### config.mk
export PLATFORM = sky130hd
export DESIGN_NAME = fixed_to_decimal_ascii_unit_flat
export DESIGN_NICKNAME = d
export VERILOG_FILES = /design/src/rtl/core/fdec_pkg.sv /design/src/rtl/core/fdec_in_if.sv /design/src/rtl/core/fdec_out_if.sv /design/src/rtl/core/fixed_to_decimal_ascii_unit.sv /design/src/rtl/core/fdec_frac_cell.sv /design/src/rtl/core/fdec_dd_cell.sv /design/src/flat_wrapper.sv
export SDC_FILE = /design/constraint.sdc
export NUM_CORES = 1
export LEC_CHECK = 0
export BUFFER_PORTS_ARGS = -buffer_cell sky130_fd_sc_hd__buf_2
export CAP_MARGIN = 5
export CELL_PAD_IN_SITES_DETAIL_PLACEMENT = 2
export CELL_PAD_IN_SITES_GLOBAL_PLACEMENT = 2
export CORE_AREA = 2 2 177 179
export CTS_BUF_LIST = sky130_fd_sc_hd__clkbuf_16
export CTS_CLUSTER_SIZE = 20
export DETAILED_ROUTE_END_ITERATION = 6
export DIE_AREA = 0 0 179 181
export PLACE_DENSITY = 0.95
export SLEW_MARGIN = 25
export SYNTH_ARGS = -nofsm -noshare
export SYNTH_HDL_FRONTEND = slang
export SYNTH_SLANG_ARGS = --single-unit
### constraint.sdc
create_clock -name clk -period 43.7 [get_ports clk]
set_clock_uncertainty 0.05 [all_clocks]
set_input_delay 8.74 -clock clk [delete_from_list [all_inputs] [get_ports clk]]
set_output_delay 8.74 -clock clk [all_outputs]
set_load 0.005 [all_outputs]
### src/rtl/core/fdec_pkg.sv
package fdec_pkg;

  localparam int INT_BITS     = 32;
  localparam int FRAC_FIELD_W = 32;
  localparam int DEC_W        = 4;
  localparam int CHAR_W       = 8;

  localparam int FRAC_BITS    = 32;
  localparam int MAX_DECIMALS = 8;

  localparam int INT_DIGITS   = 10;
  localparam int FRAC_CELLS   = MAX_DECIMALS + 1;
  localparam int FRAC_IDX_W   = $clog2(FRAC_CELLS);
  localparam int INT_IDX_W    = $clog2(INT_DIGITS);
  localparam int BIT_CNT_W    = $clog2(INT_BITS);

  typedef logic [3:0] bcd_t;

  typedef struct packed {
    logic clear;
    logic frac_shift;
    logic round;
    logic conv_shift;
  } cell_ctrl_t;

  localparam logic [CHAR_W-1:0] CHAR_MINUS = 8'h2D;
  localparam logic [CHAR_W-1:0] CHAR_COMMA = 8'h2C;
  localparam logic [CHAR_W-1:0] CHAR_ZERO  = 8'h30;

  function automatic logic [CHAR_W-1:0] digit_char(bcd_t d);
    return CHAR_ZERO | {{(CHAR_W - 4){1'b0}}, d};
  endfunction

endpackage

### src/rtl/core/fdec_in_if.sv
interface fdec_in_if;
  logic                                valid;
  logic                                ready;
  logic                                negative;
  logic [fdec_pkg::INT_BITS-1:0]       int_part;
  logic [fdec_pkg::FRAC_FIELD_W-1:0]   frac_part;
  logic [fdec_pkg::DEC_W-1:0]          decimals;

  modport source (output valid, negative, int_part, frac_part, decimals, input ready);
  modport sink (input valid, negative, int_part, frac_part, decimals, output ready);
endinterface

### src/rtl/core/fdec_out_if.sv
interface fdec_out_if;
  logic                          valid;
  logic                          ready;
  logic [fdec_pkg::CHAR_W-1:0]   char_code;
  logic                          last_char;

  modport source (output valid, char_code, last_char, input ready);
  modport sink (input valid, char_code, last_char, output ready);
endinterface

### src/rtl/core/fixed_to_decimal_ascii_unit.sv
// Converts one signed fixed-point number (sign, 32-bit integer magnitude, 32-bit binary
// fraction) into its decimal text, one ASCII character per output beat, with last_char
// set on the final beat. The text is an optional minus, the integer without leading
// zeros, then a comma and the rounded, zero-padded fraction digits when decimals is
// nonzero; decimals above eight count as eight. One number is handled at a time: after
// the input beat the block generates decimals + 1 fraction digits, rounds, shifts the
// integer through the binary-to-BCD cell row one bit per cycle and finds the leading
// integer digit, then sends one character per cycle while the output is ready. The
// input is ready again once the last character has been taken.
module fixed_to_decimal_ascii_unit (
  input  logic         clk,
  input  logic         rst,
  fdec_in_if.sink      num,
  fdec_out_if.source   text
);

  typedef enum logic [3:0] {
    S_IDLE,
    S_FRAC,
    S_ROUND,
    S_CONV,
    S_SKIP,
    S_SIGN,
    S_INT,
    S_COMMA,
    S_FDIG
  } state_t;

  state_t                                state;
  logic [fdec_pkg::FRAC_BITS-1:0]        frac;
  logic [fdec_pkg::INT_BITS-1:0]         ip;
  logic [fdec_pkg::FRAC_IDX_W-1:0]       nd;
  logic [fdec_pkg::FRAC_IDX_W-1:0]       step_cnt;
  logic [fdec_pkg::FRAC_IDX_W-1:0]       frac_idx;
  logic [fdec_pkg::INT_IDX_W-1:0]        int_idx;
  logic [fdec_pkg::BIT_CNT_W-1:0]        bit_cnt;
  logic                                  show_minus;

  logic                                  accept;
  logic [fdec_pkg::FRAC_BITS-1:0]        frac_in;
  logic [fdec_pkg::FRAC_IDX_W-1:0]       nd_load;
  logic [fdec_pkg::FRAC_BITS+3:0]        frac_x10;
  fdec_pkg::bcd_t                        frac_digit;
  logic                                  round_carry;
  fdec_pkg::cell_ctrl_t                  ctrl;

  fdec_pkg::bcd_t                        fd [fdec_pkg::FRAC_CELLS];
  logic [fdec_pkg::FRAC_CELLS-1:0]       fco;
  fdec_pkg::bcd_t                        id [fdec_pkg::INT_DIGITS];
  logic [fdec_pkg::INT_DIGITS-1:0]       ibo;

  assign accept  = num.valid && num.ready;
  assign frac_in = num.frac_part[fdec_pkg::FRAC_BITS-1:0];
  assign nd_load = (num.decimals > fdec_pkg::DEC_W'(fdec_pkg::MAX_DECIMALS)) ?
                   fdec_pkg::FRAC_IDX_W'(fdec_pkg::MAX_DECIMALS) :
                   num.decimals[fdec_pkg::FRAC_IDX_W-1:0];

  assign frac_x10   = ({4'b0000, frac} << 3) + ({4'b0000, frac} << 1);
  assign frac_digit = frac_x10[fdec_pkg::FRAC_BITS+3:fdec_pkg::FRAC_BITS];
  assign round_carry = fco[nd];

  assign ctrl.clear      = accept;
  assign ctrl.frac_shift = (state == S_FRAC);
  assign ctrl.round      = (state == S_ROUND);
  assign ctrl.conv_shift = (state == S_CONV);

  for (genvar k = 0; k < fdec_pkg::FRAC_CELLS; k++) begin : g_frac
    if (k == 0) begin : g_first
      fdec_frac_cell u_cell (
        .clk      (clk),
        .ctrl     (ctrl),
        .digit_in (frac_digit),
        .add      (4'd5),
        .digit    (fd[k]),
        .carry    (fco[k])
      );
    end else begin : g_rest
      fdec_frac_cell u_cell (
        .clk      (clk),
        .ctrl     (ctrl),
        .digit_in (fd[k-1]),
        .add      ({3'b000, fco[k-1]}),
        .digit    (fd[k]),
        .carry    (fco[k])
      );
    end
  end

  for (genvar k = 0; k < fdec_pkg::INT_DIGITS; k++) begin : g_int
    if (k == 0) begin : g_first
      fdec_dd_cell u_cell (
        .clk     (clk),
        .ctrl    (ctrl),
        .bit_in  (ip[fdec_pkg::INT_BITS-1]),
        .digit   (id[k]),
        .bit_out (ibo[k])
      );
    end else begin : g_rest
      fdec_dd_cell u_cell (
        .clk     (clk),
        .ctrl    (ctrl),
        .bit_in  (ibo[k-1]),
        .digit   (id[k]),
        .bit_out (ibo[k])
      );
    end
  end

  always_ff @(posedge clk) begin
    if (rst) begin
      state <= S_IDLE;
    end else begin
      case (state)
        S_IDLE: begin
          if (accept) begin
            frac       <= frac_in;
            ip         <= num.int_part;
            nd         <= nd_load;
            step_cnt   <= nd_load;
            show_minus <= num.negative && ((num.int_part != '0) || (frac_in != '0));
            state      <= S_FRAC;
          end
        end
        S_FRAC: begin
          frac <= frac_x10[fdec_pkg::FRAC_BITS-1:0];
          if (step_cnt == '0) begin
            state <= S_ROUND;
          end else begin
            step_cnt <= step_cnt - fdec_pkg::FRAC_IDX_W'(1);
          end
        end
        S_ROUND: begin
          ip      <= ip + fdec_pkg::INT_BITS'(round_carry);
          bit_cnt <= '0;
          state   <= S_CONV;
        end
        S_CONV: begin
          ip      <= ip << 1;
          bit_cnt <= bit_cnt + fdec_pkg::BIT_CNT_W'(1);
          if (bit_cnt == fdec_pkg::BIT_CNT_W'(fdec_pkg::INT_BITS - 1)) begin
            int_idx <= fdec_pkg::INT_IDX_W'(fdec_pkg::INT_DIGITS - 1);
            state   <= S_SKIP;
          end
        end
        S_SKIP: begin
          if ((int_idx != '0) && (id[int_idx] == '0)) begin
            int_idx <= int_idx - fdec_pkg::INT_IDX_W'(1);
          end else begin
            state <= show_minus ? S_SIGN : S_INT;
          end
        end
        S_SIGN: begin
          if (text.ready) begin
            state <= S_INT;
          end
        end
        S_INT: begin
          if (text.ready) begin
            if (int_idx != '0) begin
              int_idx <= int_idx - fdec_pkg::INT_IDX_W'(1);
            end else if (nd != '0) begin
              state <= S_COMMA;
            end else begin
              state <= S_IDLE;
            end
          end
        end
        S_COMMA: begin
          if (text.ready) begin
            frac_idx <= nd;
            state    <= S_FDIG;
          end
        end
        S_FDIG: begin
          if (text.ready) begin
            if (frac_idx == fdec_pkg::FRAC_IDX_W'(1)) begin
              state <= S_IDLE;
            end else begin
              frac_idx <= frac_idx - fdec_pkg::FRAC_IDX_W'(1);
            end
          end
        end
        default: begin
          state <= S_IDLE;
        end
      endcase
    end
  end

  assign num.ready  = (state == S_IDLE);
  assign text.valid = (state == S_SIGN) || (state == S_INT) ||
                      (state == S_COMMA) || (state == S_FDIG);

  always_comb begin
    case (state)
      S_SIGN: begin
        text.char_code = fdec_pkg::CHAR_MINUS;
        text.last_char = 1'b0;
      end
      S_INT: begin
        text.char_code = fdec_pkg::digit_char(id[int_idx]);
        text.last_char = (int_idx == '0) && (nd == '0);
      end
      S_COMMA: begin
        text.char_code = fdec_pkg::CHAR_COMMA;
        text.last_char = 1'b0;
      end
      S_FDIG: begin
        text.char_code = fdec_pkg::digit_char(fd[frac_idx]);
        text.last_char = (frac_idx == fdec_pkg::FRAC_IDX_W'(1));
      end
      default: begin
        text.char_code = fdec_pkg::CHAR_ZERO;
        text.last_char = 1'b0;
      end
    endcase
  end

`ifndef ASSERT_OFF
  // The input side and the output side are never active together.
  a_ready_excl: assert property (@(posedge clk) disable iff (rst)
    num.ready |-> !text.valid)
    else $error("input ready while a character is offered");

  // The top BCD cell never overflows during conversion.
  a_no_overflow: assert property (@(posedge clk) disable iff (rst)
    (state == S_CONV) |-> !ibo[fdec_pkg::INT_DIGITS-1])
    else $error("binary-to-BCD cell row overflowed");

  // Integer digits sent are valid decimal digits.
  a_int_bcd: assert property (@(posedge clk) disable iff (rst)
    (state == S_INT) |-> (id[int_idx] <= 4'd9))
    else $error("integer digit out of range");

  // Fraction digits sent are valid decimal digits.
  a_frac_bcd: assert property (@(posedge clk) disable iff (rst)
    (state == S_FDIG) |-> (fd[frac_idx] <= 4'd9))
    else $error("fraction digit out of range");

  // The final beat of a number frees the input.
  a_last_idle: assert property (@(posedge clk) disable iff (rst)
    (text.valid && text.ready && text.last_char) |=> num.ready)
    else $error("block not idle after the final beat");
`endif

endmodule

### src/rtl/core/fdec_frac_cell.sv
module fdec_frac_cell (
  input  logic                 clk,
  input  fdec_pkg::cell_ctrl_t ctrl,
  input  fdec_pkg::bcd_t       digit_in,
  input  fdec_pkg::bcd_t       add,
  output fdec_pkg::bcd_t       digit,
  output logic                 carry
);

  logic [4:0] sum;

  assign sum   = {1'b0, digit} + {1'b0, add};
  assign carry = (sum >= 5'd10);

  always_ff @(posedge clk) begin
    if (ctrl.clear) begin
      digit <= '0;
    end else if (ctrl.frac_shift) begin
      digit <= digit_in;
    end else if (ctrl.round) begin
      digit <= carry ? 4'(sum - 5'd10) : sum[3:0];
    end
  end

endmodule

### src/rtl/core/fdec_dd_cell.sv
module fdec_dd_cell (
  input  logic                 clk,
  input  fdec_pkg::cell_ctrl_t ctrl,
  input  logic                 bit_in,
  output fdec_pkg::bcd_t       digit,
  output logic                 bit_out
);

  fdec_pkg::bcd_t corr;

  // A digit of five or more is corrected before the shift so that it carries properly.
  assign corr    = (digit >= 4'd5) ? digit + 4'd3 : digit;
  assign bit_out = corr[3];

  always_ff @(posedge clk) begin
    if (ctrl.clear) begin
      digit <= '0;
    end else if (ctrl.conv_shift) begin
      digit <= {corr[2:0], bit_in};
    end
  end

endmodule

### src/flat_wrapper.sv
// flat-port wrapper written by rule: the top's interface ports become plain ports
module fixed_to_decimal_ascii_unit_flat 
  (clk, rst, num_valid, num_negative, num_int_part, num_frac_part, num_decimals, num_ready, text_valid, text_char_code, text_last_char, text_ready);
  fdec_in_if num_i ();
  fdec_out_if text_i ();
  input  logic clk;
  input  logic rst;
  input wire logic [$bits(num_i.valid)-1:0] num_valid;
  input wire logic [$bits(num_i.negative)-1:0] num_negative;
  input wire logic [$bits(num_i.int_part)-1:0] num_int_part;
  input wire logic [$bits(num_i.frac_part)-1:0] num_frac_part;
  input wire logic [$bits(num_i.decimals)-1:0] num_decimals;
  output wire logic [$bits(num_i.ready)-1:0] num_ready;
  output wire logic [$bits(text_i.valid)-1:0] text_valid;
  output wire logic [$bits(text_i.char_code)-1:0] text_char_code;
  output wire logic [$bits(text_i.last_char)-1:0] text_last_char;
  input wire logic [$bits(text_i.ready)-1:0] text_ready;
  assign num_i.valid = num_valid;
  assign num_i.negative = num_negative;
  assign num_i.int_part = num_int_part;
  assign num_i.frac_part = num_frac_part;
  assign num_i.decimals = num_decimals;
  assign num_ready = num_i.ready;
  assign text_valid = text_i.valid;
  assign text_char_code = text_i.char_code;
  assign text_last_char = text_i.last_char;
  assign text_i.ready = text_ready;
  fixed_to_decimal_ascii_unit u_core (.clk(clk), .rst(rst), .num(num_i), .text(text_i));
endmodule
# Word level (Yosys, flattened, before mapping)
# Index checks and enable logic that the tools add are counted.
# word_totals
regBits	166
latchBits	0
mem_bits_rw	0
romBits	0
input_bits	73
output_inout_bits	11
word_cells	221
n_memories	0
# op_classes
n_addsub	34
n_mul	0
n_div	0
n_lt_le_gt_ge	23
n_eq_ne	24
shift	0
mux	78
bitwise	3
reduce_logical	31
# op_table
operator	n
4-bit 2-to-1 mux	60
32-bit case mux with 3 select lines	1
32-bit 2-to-1 mux	2
32-bit case mux with 2 select lines	1
32-bit nonzero test	2
5-bit by 4-bit greater-or-equal comparator with 1-bit output, second input constant	9
4-bit by 1-bit adder with 5-bit output	8
4-bit by 3-bit greater-or-equal comparator with 1-bit output, second input constant	10
35-bit by 33-bit adder with 36-bit output	1
4-bit by 2-bit adder with 4-bit output, second input constant	9
4-bit case mux with 9 select lines	1
4-bit subtractor, second input constant	9
32-bit by 1-bit adder with 32-bit output	1
4-bit binary-select mux with 4-bit select	2
2-bit != test, second input constant	12
4-bit logical NOT	5
5-bit case mux with 4 select lines	1
4-bit by 3-bit equality test with 1-bit output, second input constant	4
4-bit case mux with 2 select lines	2
4-bit case mux with 3 select lines	1
4-bit by 1-bit subtractor with 4-bit output, second input constant	3
5-bit greater-or-equal comparator, second input constant	2
4-bit NOT with 5-bit output	2
5-bit case mux with 2 select lines	1
other kinds (27)	44

# Longest topological paths before layout
# Gate-level depths: netlist of the first run.
# logic_depth
ltp_word	22
depth_mapped	84
depth_no_buf	84

# Modules after synthesis
# From an unflattened synthesis of the first run, not the netlist that was laid out.
# unflattened
hier_cells	1604
area_unflattened_um2	14094.8
# by_module_without_submodules
mod	instances	cells_each	area_each_um2	seq_area_each_um2
fixed_to_decimal_ascii_unit	1	793	7265.7	2662.6
fdec_frac_cell (u_core.g_frac[0].g_first.u_cell ...)	6	56	470.5	80.1
fdec_dd_cell	10	31	260.2	80.1
fdec_frac_cell (u_core.g_frac[6].g_rest.u_cell ...)	3	55	467.9	80.1

# Worst setup path after synthesis of the first run
# No wires, ideal clock.
# synth_timing
kind	reg-to-reg
start	register u_core.g_frac[0].g_first.u_cell.digit[0]
end	register u_core.ip[30] (netlist bit), data pin
setup_time_ns	0.268
t_arrival_ns	13.849
required_time_ns	43.382
slack_ns	29.532
path_stages_with_launch	84
path_buffers	0
period_less_slack_ns	14.168
cell_sequence	dfxtp_1 ha_1 xor2_1 ha_1 a31oi_1 o21ai_0 a21oi_1 ha_1 ha_1 xnor2_1 ha_1 o31a_1 o21ai_0 ha_1 ha_1 xnor2_1 ha_1 a21oi_1 (+48 left out) o21ai_0 ha_1 ha_1 xnor2_1 ha_1 o31a_1 o21ai_0 nand3_1 o21ai_0 ha_1 ha_1 nand2_1 nor4_1 nand2_1 nor3_1 and3_1 xnor2_1 o22ai_1
# synth_between
elab_chain_cells	22
# synth_lines
element	line_no	text
start, declared	fdec_frac_cell.sv:6	output fdec_pkg::bcd_t digit,
start signal, assigned	fdec_frac_cell.sv:19	digit <= digit_in;
start signal, assigned	fdec_frac_cell.sv:21	digit <= carry ? 4'(sum - 5'd10) : sum[3:0];
4-bit by 3-bit adder with 5-bit output *	fdec_frac_cell.sv:12	assign sum = {1'b0, digit} + {1'b0, add};
5-bit by 4-bit greater-or-equal comparator with 1-bit output *	fdec_frac_cell.sv:13	assign carry = (sum >= 5'd10);
4-bit by 1-bit adder with 5-bit output	fdec_frac_cell.sv:12	
5-bit by 4-bit greater-or-equal comparator with 1-bit output	fdec_frac_cell.sv:13	
4-bit by 1-bit adder with 5-bit output	fdec_frac_cell.sv:12	
5-bit by 4-bit greater-or-equal comparator with 1-bit output	fdec_frac_cell.sv:13	
4-bit by 1-bit adder with 5-bit output	fdec_frac_cell.sv:12	
5-bit by 4-bit greater-or-equal comparator with 1-bit output	fdec_frac_cell.sv:13	
(+6 left out)	-	
4-bit by 1-bit adder with 5-bit output	fdec_frac_cell.sv:12	
5-bit by 4-bit greater-or-equal comparator with 1-bit output	fdec_frac_cell.sv:13	
4-bit by 1-bit adder with 5-bit output	fdec_frac_cell.sv:12	
5-bit by 4-bit greater-or-equal comparator with 1-bit output	fdec_frac_cell.sv:13	
1-bit binary-select mux with 4-bit select *	fixed_to_decimal_ascii_unit.sv:60	assign round_carry = fco[nd];
1-bit 2-to-1 mux (not written as such) *	fixed_to_decimal_ascii_unit.sv:60	
32-bit by 1-bit adder with 32-bit output *	fixed_to_decimal_ascii_unit.sv:133	ip <= ip + fdec_pkg::INT_BITS'(round_carry);
32-bit case mux with 3 select lines *	fixed_to_decimal_ascii_unit.sv:113	case (state)
end signal, assigned	fixed_to_decimal_ascii_unit.sv:117	ip <= num.int_part;
end signal, assigned	fixed_to_decimal_ascii_unit.sv:133	
end signal, assigned	fixed_to_decimal_ascii_unit.sv:138	ip <= ip << 1;
end, declared	fixed_to_decimal_ascii_unit.sv:31	logic [fdec_pkg::INT_BITS-1:0] ip;
# Every way passes the cells marked *; elsewhere a longest branch is shown, timed or not. The select of a mux whose other input is x is not followed.
# A chain may end at the register's enable or synchronous reset.

# Worst setup path in the final report of the first run
# layout_timing
start	register u_core.g_frac[0].g_first.u_cell.digit[1]
end	register u_core.ip[30] (netlist bit), data pin
# Same word-level chain as after synthesis.

==> key figures, run 1 <==
Outcome
  – Status: finished clean

Routing
  – Drt first-iter violations: roughly 1,100
  – Via Count: roughly 13,000
  – WL per Instance: roughly 31 um
  – Routed Antenna Nets: 0
  – Residual DRC: 0
  – Routed WL: about 59,000 um
  – Vias per cell: around 6.7
  – DR pass1 iterations: 5

Cells and area
  – Share of cells above drive strength 1: about 10%
  – Area grow syn2layout: 10.4%
  – Layout net count: roughly 1,700
  – Core Util, Final: between 40% and 50%

Global routing
  – Initial antenna violation count: 1
  – Total GRT Usage: between 30 and 40%
  – Global-route met3 utilization: under 10%
  – Grt peak-use layer: met2
  – Gr ovfl total: 0
  – Vias in the first global route: around 14,000
  – Met1 usage: between 40% and 50%
  – Largest net degree at the start of global routing: 89
  – First-pass GRT wire length: 90,600 um
  – Met2 Usage GRT: 62.8%

Timing
  – Final Hold Vio Count: 0
  – Fin crit period: 20.76 ns
  – Period utilization: 47.5%
  – Peak Freq: roughly 0.048 GHz
  – Max-slew violation count: 0
  – Slew @ Worst Pin: roughly 1.1 ns
  – # setup viols final: 0
  – TNS Setup: 0 ns
  – Slew Limit Headroom: between 20 and 30%
  – Setup slack after layout: roughly 23 ns
  – RSZ-0062 raised after global routing: false

Worst setup path
  – Crit-path max FO: 7
  – Register-to-register path setup slack: 22.94 ns
  – Top cell by count, worst path: ha_1
  – Kind of critical path: register to register
  – Critical R2R Launch: u_core.g_frac[0].g_first.u_cell.digit[1]
  – Worst Path Arrival: approximately 21 ns
  – Worst EP required: between 40 and 50 ns
  – Slowest cell on the critical path: o21ai_0
  – Reg-to-Reg End: u_core.ip[30]
  – Startpoint types: register
  – Worst stage delay on the critical path: 0.83 ns
  – R2r worst-path depth: 80
  – Worst Setup End Kind: register

Synthesis
  – Cell Area, Synth: 0.0123 mm^2
  – Yosys reg bits: about 170
  – Leading register cell type out of synthesis: edfxtp_1
  – Warnings from Yosys: 0
  – Avg Inst Size Synth: between 8 and 9 um^2
  – Synth unique cells: 69
  – Post-Syn Instances: ~1,500
  – Post-synthesis sequential area ratio: between 30% and 40%
  – Number of enable flip-flop cells after synthesis: 86
  – Share of flip-flops with an asynchronous set or reset: 0%

Worst hold path
  – Hold Crit Start: u_core.g_int[8].g_rest.u_cell.digit[1]
  – Worst Hold Depth: 2
  – Worst hold path type: register to register
  – WHS Endpoint: u_core.g_int[8].g_rest.u_cell.digit[1]

Clock tree
  – Clk sinks: between 150 and 200
  – Post-CTS Setup Inserts: 0
  – H-tree depth: 4
  – CTS tree: built
  – Hold-fix buffers, CTS: 0
  – Worst skew pair latency: about 0.48 ns
  – Num CTS Buffers: 17
  – Root Buffer: clkbuf_16
  – Post-cts sizing count: 0
  – Clock-pin slew on the worst setup and hold paths: approximately 0.070 ns
  – Max clock buf depth: 2

Die
  – DIE WIDTH: 179 um
  – Row cnt: 64
  – Core Area: a little over 0.03 mm^2
  – Starting Density: between 40% and 50%
  – Die H: roughly 180 um
  – Ports: 84
  – Die area: 0.0324 mm^2

Power
  – Pwr per Cell Area: 68.0 mW/mm^2
  – Leakage power: ~5.1 nW
  – VDD IR-drop max: around 0.035 mV

Place
  – Post-detail-place hpwl: 35,800 um
  – Port buffer count: 80
  – Routability cong.: around 0.84
  – Worst slack at placement: between 20 and 30 ns

Job
  – Max Cap Viol: 0
final cells by class:
cell class	count	area [um^2]
Fill cell	3253	16800
Multi-Input combinational cell	1152	7600
Sequential cell	166	4180
Timing Repair Buffer	93	498
Tap cell	396	495
Clock buffer	17	425
Inverter	67	251
Clock inverter	15	139
Antenna cell	1	2.50
cell usage in the layout, fill, tap and decap left out, types with 8 or more instances in the layout:
cell type	n
inv_1	70
nand2b_1	26
xor2_1	52
nor3_1	35
nand3_1	47
a211oi_1	12
o22ai_1	32
buf_4	13
o21ai_0	115
a31oi_1	16
ha_1	85
and3_1	17
a21o_1	19
mux2i_1	15
a21oi_1	150
clkbuf_16	17
dfxtp_1	80
o31a_1	9
mux4_2	14
nor2_1	107
o211ai_1	8
nand2_1	169
buf_2	80
o21bai_1	8
nand4_1	11
edfxtp_1	86
a22oi_1	22
xnor2_1	55
nor4_1	23
state kept, by name, summed over array words and instances (netlist names):
signal and count:
u_core.g_int.g_rest.u_cell.digit 36, u_core.ip 32, u_core.step_cnt 4, u_core.g_frac.g_rest.u_cell.digit 32
u_core.bit_cnt 5, u_core.state 4, u_core.frac 32, u_core.g_int.g_first.u_cell.digit 4
u_core.show_minus 1, u_core.int_idx 4, u_core.nd 4, u_core.g_frac.g_first.u_cell.digit 4
u_core.frac_idx 4
synthesized netlist by cell type (9+ instances only):
cell type	number	share of area [%]
a21oi_1	150	6.1
buf_1	10	0.30
mux4_2	14	2.6
a31oi_1	16	0.81
a22oi_1	22	1.3
a211oi_1	12	0.73
nor2_1	110	3.4
a21o_1	19	1.2
o22ai_1	32	1.6
dfxtp_1	80	13
clkbuf_1	59	1.8
nand2b_1	26	1.3
xor2_1	52	3.7
nand2_1	169	5.2
ha_1	85	8.6
nor3_1	36	1.5
nor4_1	27	1.4
edfxtp_1	86	21
o31a_1	9	0.64
mux2i_1	15	1.2
nand4_1	11	0.56
nand3_1	48	2.0
o21ai_0	115	4.7
inv_1	67	2.0
and3_1	17	0.86
xnor2_1	55	3.9
critical path: cells and delay by family (launching register included):
kind,cells,cell delay [ns]
XOR/XNOR,10,1.72
AND/OR/NAND/NOR,11,2.67
AO/OA/AOI/OAI,31,6.92
adder cells (fa/ha/maj),28,8.63
flip-flops,1,0.53
kinds of logic (layout without fill, tap and decap cells):
group,after synthesis,in the layout,share of synthesized area [%]
DFF,166,166,34.0
xor gates and xnor gates,107,107,7.61
adders and majority gates,86,86,8.80
other,2,4,0.0610
AOI/OAI and AO/OA,443,443,21.9
and+or+nand+nor,479,479,18.1
muxes,34,34,4.75
buffers and inverters,147,192,4.83
where the power goes:
group,internal [mW],switching (mW),total [mW]
Clock,0.0836,0.0775,0.161
Combinational,0.163,0.327,0.490
Sequential,0.213,0.0602,0.273
Total,0.459,0.465,0.924
through the flow:
step / std cells / hold slack [ns] / cell area, um^2 / total power, mW
final: 1907 / 0.490 / 13600 / 0.924
after global routing: 1907 / 0.519 / 13600 / 0.960
after CTS: 1906 / 0.486 / 13600 / 0.904
after detailed placement: 1874 / 0.443 / 13000 / 0.706
after global placement: 1874 / 0.431 / 13000 / 0.651
after floorplan: 1465 / 0.404 / 12300 / 0.555
how the worst max path moves through the flow:
stage | from | cells after the start | endpoint
after floorplan | u_core.g_frac[0].g_first.u_cell.digit[0] | 83 | u_core.ip[30]
after global placement | u_core.g_frac[0].g_first.u_cell.digit[0] | 80 | u_core.ip[30]
after detailed placement | u_core.g_frac[0].g_first.u_cell.digit[1] | 80 | u_core.ip[30]
after CTS | u_core.g_frac[0].g_first.u_cell.digit[1] | 80 | u_core.ip[30]
after global routing | u_core.g_frac[0].g_first.u_cell.digit[1] | 80 | u_core.ip[30]
final | u_core.g_frac[0].g_first.u_cell.digit[1] | 80 | u_core.ip[30]
routing by layer:
metal	wire length [um]	vias up	part of all wire, %
li1	-	5422	-
met1	21800	6439	37
met2	29300	710	50
met3	3530	298	6.0
met4	4280	0	7.3
met5	0	-	0
(Power assumes the default switching activity.)
==> inputs of run 2 (changes only) <==
CORE_AREA = 2 2 194 196   (was 2 2 177 179)
DIE_AREA = 0 0 196 198   (was 0 0 179 181)
PLACE_DENSITY = 0.87   (was 0.95)
clock period = 16.6 ns   (was 43.7 ns; I/O delays follow)
==> run 2 against run 1 <==
  * Combinational power increased by 140%
  * Via count decreased by 8.3%
  * Worst hold slack got worse by 0.027 ns
  * Highest routed layer unchanged
  * Routed wire length decreased by 23%
  * Core utilization decreased by 7.1 points
  * Largest cell class unchanged
==> key figures, run 2 (synthesis results as in run 1) <==
Worst setup path
  – Slowest cell on the critical path: dfxtp_2
  – Register-to-register path setup slack: approximately 0.95 ns
  – Kind of critical path: register to register
  – Reg-to-Reg End: u_core.ip[30]
  – R2r worst-path depth: 86
  – Critical R2R Launch: u_core.g_frac[0].g_first.u_cell.digit[1]
  – Worst Path Arrival: ~16 ns
  – Crit-path max FO: 7
  – Worst Setup End Kind: register
  – CP Buf/Inv Count: 9
  – Instance count on the critical path: between 80 and 90
  – Worst EP required: about 17 ns
  – CP startpoint: u_core.g_frac[0].g_first.u_cell.digit[1]
  – Worst stage delay on the critical path: 0.43 ns
  – Crit path to: u_core.ip[30]
  – Top cell by count, worst path: ha_2
  – Startpoint types: register
  – Top delay family on crit path: adder cells

Routing
  – Routed WL: roughly 45,000 um
  – WL per Instance: between 20 and 25 um
  – Residual DRC: 0
  – Routed Antenna Nets: 0
  – Vias per cell: between 5 and 6
  – DR pass1 iterations: 5
  – Via Count: roughly 12,000
  – Drt first-iter violations: just under 800

Power
  – Pwr per Cell Area: roughly 170 mW/mm^2
  – Clk network pwr share: 17.7%
  – Part of the power in combinational logic: about 52%
  – VDD IR-drop max: about 0.091 mV
  – Leakage power: a little over 5 nW
  – Switching Power: between 1 and 1.5 mW
  – Int Power: 1.23 mW
  – Sequential share of power: around 30%
  – Sw frac: a little under half

Cells and area
  – Multi-input gate area: approximately 0.0078 mm^2
  – Max FFs per register: 36
  – Share of cells above drive strength 1: between 10 and 15%
  – Ant. Diodes: 0
  – Layout net count: approximately 1,700
  – FF/Latch Area: between 0.004 and 0.005 mm^2
  – Most common cell after layout, fill and taps aside: nand2_1
  – Most frequent cells in the layout: nand2_1, a21oi_1, o21ai_0
  – Register with the highest flop count: u_core.g_int.g_rest.u_cell.digit
  – Cell area after layout: ~0.014 mm^2
  – Filler cell count: 4,121
  – Area grow syn2layout: 13.2%

Clock tree
  – Num CTS Buffers: 17
  – Root Buffer: clkbuf_16
  – H-tree depth: 4
  – Worst skew pair latency: approximately 0.47 ns
  – CTS tree: built
  – Clock-pin slew on the worst setup and hold paths: roughly 0.070 ns
  – Max clock buf depth: 2
  – Clk sinks: 166

Place
  – Post-detail-place hpwl: roughly 31,000 um
  – Cell Area, Placed: about 0.013 mm^2
  – Worst slack at placement: -0.851 ns
  – Routability cong.: ~0.83
  – Port buffer count: 80

Timing
  – Peak Freq: 0.0639 GHz
  – # setup viols final: 0
  – Setup slack after layout: between 0.9 and 1 ns
  – Slew Limit Headroom: roughly 29%
  – Fin crit period: roughly 16 ns
  – Period utilization: a little over nine tenths
  – Slew @ Worst Pin: ~1.1 ns
  – Max-slew violation count: 0
  – Final Hold Vio Count: 0

Die
  – Die area: approximately 0.039 mm^2
  – Die H: between 150 and 200 um
  – Row cnt: slightly above 70
  – DIE WIDTH: just under 200 um
  – Ports: between 80 and 90
  – Core Area: around 0.037 mm^2
  – Starting Density: ~33%

Outcome
  – Status: finished clean

Global routing
  – Gr ovfl total: 0
  – Vias in the first global route: roughly 13,000
  – Total GRT Usage: between 20% and 30%
  – Largest net degree at the start of global routing: around 90
  – First-pass GRT wire length: around 72,000 um
  – Initial antenna violation count: 0

Job
  – Max Cap Viol: 0

Worst hold path
  – Worst hold path type: register to register
[run 2: cell count changes in the layout (fill, tap and decap cells not counted), sizes merged, moves of 2 or more]
cell,change
clkinv,+2
buf,+8
inv,+2
clkinvlp,-4
[run 2: repair_timing]
| action | CTS | global route |
|---|---|---|
| cloned | 0 | 0 |
| setup buffers | 0 | 3 |
| setup endpoints to repair | 24 | 31 |
| endpoints found under the hold margin | 0 | 0 |
| hold buffers | 0 | 0 |
| gates resized for setup | 22 | 28 |
| pin swaps | 0 | 7 |
[run 2: worst reg2reg max path, delay by kind of cell (launching register included)]
| family | cells | cell delay (ns) |
|---|---|---|
| xor+xnor | 5 | 0.82 |
| flops | 1 | 0.43 |
| compound gates | 32 | 3.93 |
| simple gates | 12 | 1.74 |
| buf+inv | 9 | 1.20 |
| fa+ha+maj | 28 | 7.19 |
[run 2: worst min path at each step]
stage	endpoint	cells past startpoint	start
after floorplan	u_core.g_frac[8].g_rest.u_cell.digit[0]	2	u_core.g_frac[8].g_rest.u_cell.digit[0]
after global placement	u_core.g_int[9].g_rest.u_cell.digit[1]	2	u_core.g_int[9].g_rest.u_cell.digit[1]
after detailed placement	u_core.g_frac[5].g_rest.u_cell.digit[0]	2	u_core.g_frac[5].g_rest.u_cell.digit[0]
after CTS	u_core.g_frac[5].g_rest.u_cell.digit[0]	2	u_core.g_frac[5].g_rest.u_cell.digit[0]
after global routing	u_core.g_frac[6].g_rest.u_cell.digit[0]	2	u_core.g_frac[6].g_rest.u_cell.digit[0]
final	u_core.g_int[0].g_first.u_cell.digit[1]	2	u_core.g_int[0].g_first.u_cell.digit[1]
[run 2: cell type report]
type | count | area share (%)
clock inverter | 14 | 0.862
sequential | 166 | 30.0
timing repair buffer | 101 | 4.00
tap | 474 | 4.25
inverter | 67 | 1.80
multi-input combinational | 1152 | 55.8
clock buffer | 18 | 3.23
[run 2: power groups by stage]
stage	sequential [mW]	combinational (mW)	clock [mW]
floorplan	0.637	0.822	0
global placement	0.690	1.04	0
detailed placement	0.700	1.12	0
CTS	0.695	1.15	0.416
global route	0.715	1.31	0.431
finish	0.702	1.20	0.410
[run 2: per-layer routing]
layer  vias to the layer above  GRT usage, %  routed length [um]
met2                       305          42.3               23200
met1                      5974          28.5               19200
met3                        81          3.56                1870
met4                         0          8.59                1270
li1                       5446             -                   -
met5                         -             0                   0
[run 2: through the flow]
stage | hold slack, ns | std cells | TNS (ns) | power [mW] | util (%)
finish | 0.463 | 1992 | 0 | 2.31 | 37.7
global placement | 0.425 | 1957 | 0 | 1.73 | 35.6
detailed placement | 0.451 | 1957 | -6.96 | 1.82 | 35.6
floorplan | 0.404 | 1465 | 0 | 1.46 | -
CTS | 0.466 | 1989 | 0 | 2.27 | 37.3
global route | 0.485 | 1992 | -0.431 | 2.46 | 37.7
==> inputs of run 3 (changes only) <==
CAP_MARGIN = 20   (was 5)
REMOVE_ABC_BUFFERS = 1   (was not set)
==> run 3 against run 2 <==
  * Worst hold slack worse by 0.0078 ns
  * Power decreased by 0.92%
  * Global-route usage shrank 0.10 points
  * Clock-buffer cell count shrank 1
  * Non-clock buffer count is 2 higher
  * Critical endpoint unchanged
  * Largest cell class unchanged
  * Largest power group unchanged
  * Highest routed layer is now met5
==> key figures, run 3 (synthesis results as in run 1) <==
Worst setup path
  – Startpoint types: register
  – Critical R2R Launch: u_core.g_frac[0].g_first.u_cell.digit[0]
  – Reg-to-Reg End: u_core.ip[30]
  – Crit-path max FO: 8
  – Kind of critical path: register to register
  – Slowest cell on the critical path: dfxtp_2
  – CP Buf/Inv Count: 4
  – Worst stage delay on the critical path: between 0.4 and 0.5 ns
  – Register-to-register path setup slack: ~1.2 ns
  – Worst Setup End Kind: register
  – Worst EP required: 16.74 ns
  – Top delay family on crit path: adder cells
  – R2r worst-path depth: 82
  – Top cell by count, worst path: ha_1
  – Worst Path Arrival: roughly 16 ns

Routing
  – Drt first-iter violations: 640
  – Vias per cell: 5.86
  – Routed WL: around 45,000 um
  – Routed Antenna Nets: 0
  – WL per Instance: between 20 and 25 um
  – Via Count: 11,700
  – DR pass1 iterations: 5
  – Residual DRC: 0

Cells and area
  – Most common cell after layout, fill and taps aside: nand2_1
  – Layout net count: between 1,500 and 2,000
  – Filler cell count: between 4,000 and 5,000
  – Ant. Diodes: 0
  – Max FFs per register: 36
  – Most frequent cells in the layout: nand2_1, a21oi_1, o21ai_0
  – Register with the highest flop count: u_core.g_int.g_rest.u_cell.digit
  – Area grow syn2layout: 12.8%
  – Share of cells above drive strength 1: between 10% and 20%

Timing
  – Peak Freq: around 0.065 GHz
  – Final Hold Vio Count: 0
  – # setup viols final: 0
  – Slew @ Worst Pin: ~0.96 ns
  – Max-slew violation count: 0
  – Fin crit period: between 15 and 20 ns
  – WHS: roughly 0.46 ns
  – Period utilization: between 90 and 100%
  – Slew Limit Headroom: between 30% and 40%

Power
  – Pwr per Cell Area: between 150 and 200 mW/mm^2
  – Part of the power in combinational logic: between 50% and 60%
  – Switching Power: roughly 1.1 mW
  – Power, Total: roughly 2.3 mW
  – Int Power: about 1.2 mW
  – Leakage power: 5.15 nW
  – VDD IR-drop max: just over 0.09 mV
  – Sequential share of power: a little over 30%
  – Sw frac: ~47%
  – Clk network pwr share: between 10% and 20%

Clock tree
  – Clock-pin slew on the worst setup and hold paths: approximately 0.080 ns
  – CTS tree: built
  – Max clock buf depth: 2
  – Root Buffer: clkbuf_16
  – Hold-fix buffers, CTS: 0
  – H-tree depth: 4
  – Worst skew pair latency: between 0.4 and 0.5 ns
  – Num CTS Buffers: 17
  – Clk sinks: about 170

Global routing
  – First-pass GRT wire length: 72,500 um
  – Gr ovfl total: 0
  – Largest net degree at the start of global routing: 88
  – Total GRT Usage: 23.4%
  – Vias in the first global route: around 13,000
  – Initial antenna violation count: 2

Worst hold path
  – Hold Crit Start: u_core.g_frac[8].g_rest.u_cell.digit[0]
  – WHS Endpoint: u_core.g_frac[8].g_rest.u_cell.digit[0]
  – Worst hold path type: register to register
  – Worst Hold Depth: 2

Job
  – Max Cap Viol: 0

Die
  – Starting Density: between 30% and 40%
  – DIE WIDTH: between 150 and 200 um
  – Die area: roughly 0.039 mm^2
  – Die H: between 150 and 200 um
  – Ports: 84
  – Core Area: about 0.037 mm^2
  – Row cnt: slightly above 70

Outcome
  – Status: finished clean

Place
  – Routability cong.: between 0.8 and 0.9
  – Port buffer count: 80
  – Post-detail-place hpwl: about 30,000 um
==> run 3: layer usage <==
metal	part of all wire, %	GRT usage, %	up-vias	routed length, um
met1	42	27.6	5919	18700
li1	-	-	5450	-
met2	51	42.1	213	22900
met3	3.4	4.07	94	1510
met5	0.054	0	-	24
met4	3.6	9.85	4	1620
==> run 3: area by class of cell <==
type | instances | area [um^2] | share of cell area (%)
clock buffer | 17 | 425 | 3.06
multi-input combinational | 1152 | 7730 | 55.7
inverter | 67 | 251 | 1.81
tap | 474 | 593 | 4.27
sequential | 166 | 4190 | 30.1
timing repair buffer | 103 | 573 | 4.13
clock inverter | 15 | 129 | 0.928
==> run 3: what timing repair did <==
item                                    CTS  global route
endpoints found under the setup margin   20            32
pin swaps                                 1             7
resized for setup                        10            29
buffers inserted                          1             5
==> run 3: how the worst max path moves through the flow <==
stage                                              from       endpoint  slack [ns]  cells past startpoint
6_report       u_core.g_frac[0].g_first.u_cell.digit[0]  u_core.ip[30]        1.22                     82
5_1_grt        u_core.g_frac[0].g_first.u_cell.digit[0]  u_core.ip[30]       -0.12                     84
4_1_cts        u_core.g_frac[0].g_first.u_cell.digit[0]  u_core.ip[29]        0.03                     84
3_5_place_dp   u_core.g_frac[0].g_first.u_cell.digit[0]  u_core.ip[29]       -0.61                     84
3_3_place_gp   u_core.g_frac[0].g_first.u_cell.digit[0]  u_core.ip[29]        0.95                     84
2_1_floorplan  u_core.g_frac[0].g_first.u_cell.digit[0]  u_core.ip[30]        2.40                     83
==> run 3: worst reg2reg max path: cells and delay by family (launching register included) <==
family	cells	cell delay, ns
AOI/OAI and AO/OA	30	3.80
adders and majority gates	28	7.04
buffers and inverters	4	0.62
xor gates and xnor gates	8	1.50
and+or+nand+nor	12	1.69
DFF	1	0.41
==> run 3: power groups by stage <==
stage	Clock (mW)	Sequential, mW	Combinational, mW
floorplan	0	0.656	0.778
global placement	0	0.688	1.05
detailed placement	0	0.696	1.11
CTS	0.409	0.691	1.16
global route	0.421	0.712	1.31
finish	0.401	0.699	1.19
==> run 3: stage by stage <==
step	std cells	setup WS (ns)	utilization, %	instance area, um^2	TNS, ns
floorplan	1385	2.40	-	12000	0
global placement	1956	0.948	35.5	13100	0
detailed placement	1956	-0.612	35.5	13100	-3.42
CTS	1989	0.0317	37.2	13700	0
global route	1994	-0.115	37.6	13900	-0.377
finish	1994	1.22	37.6	13900	0
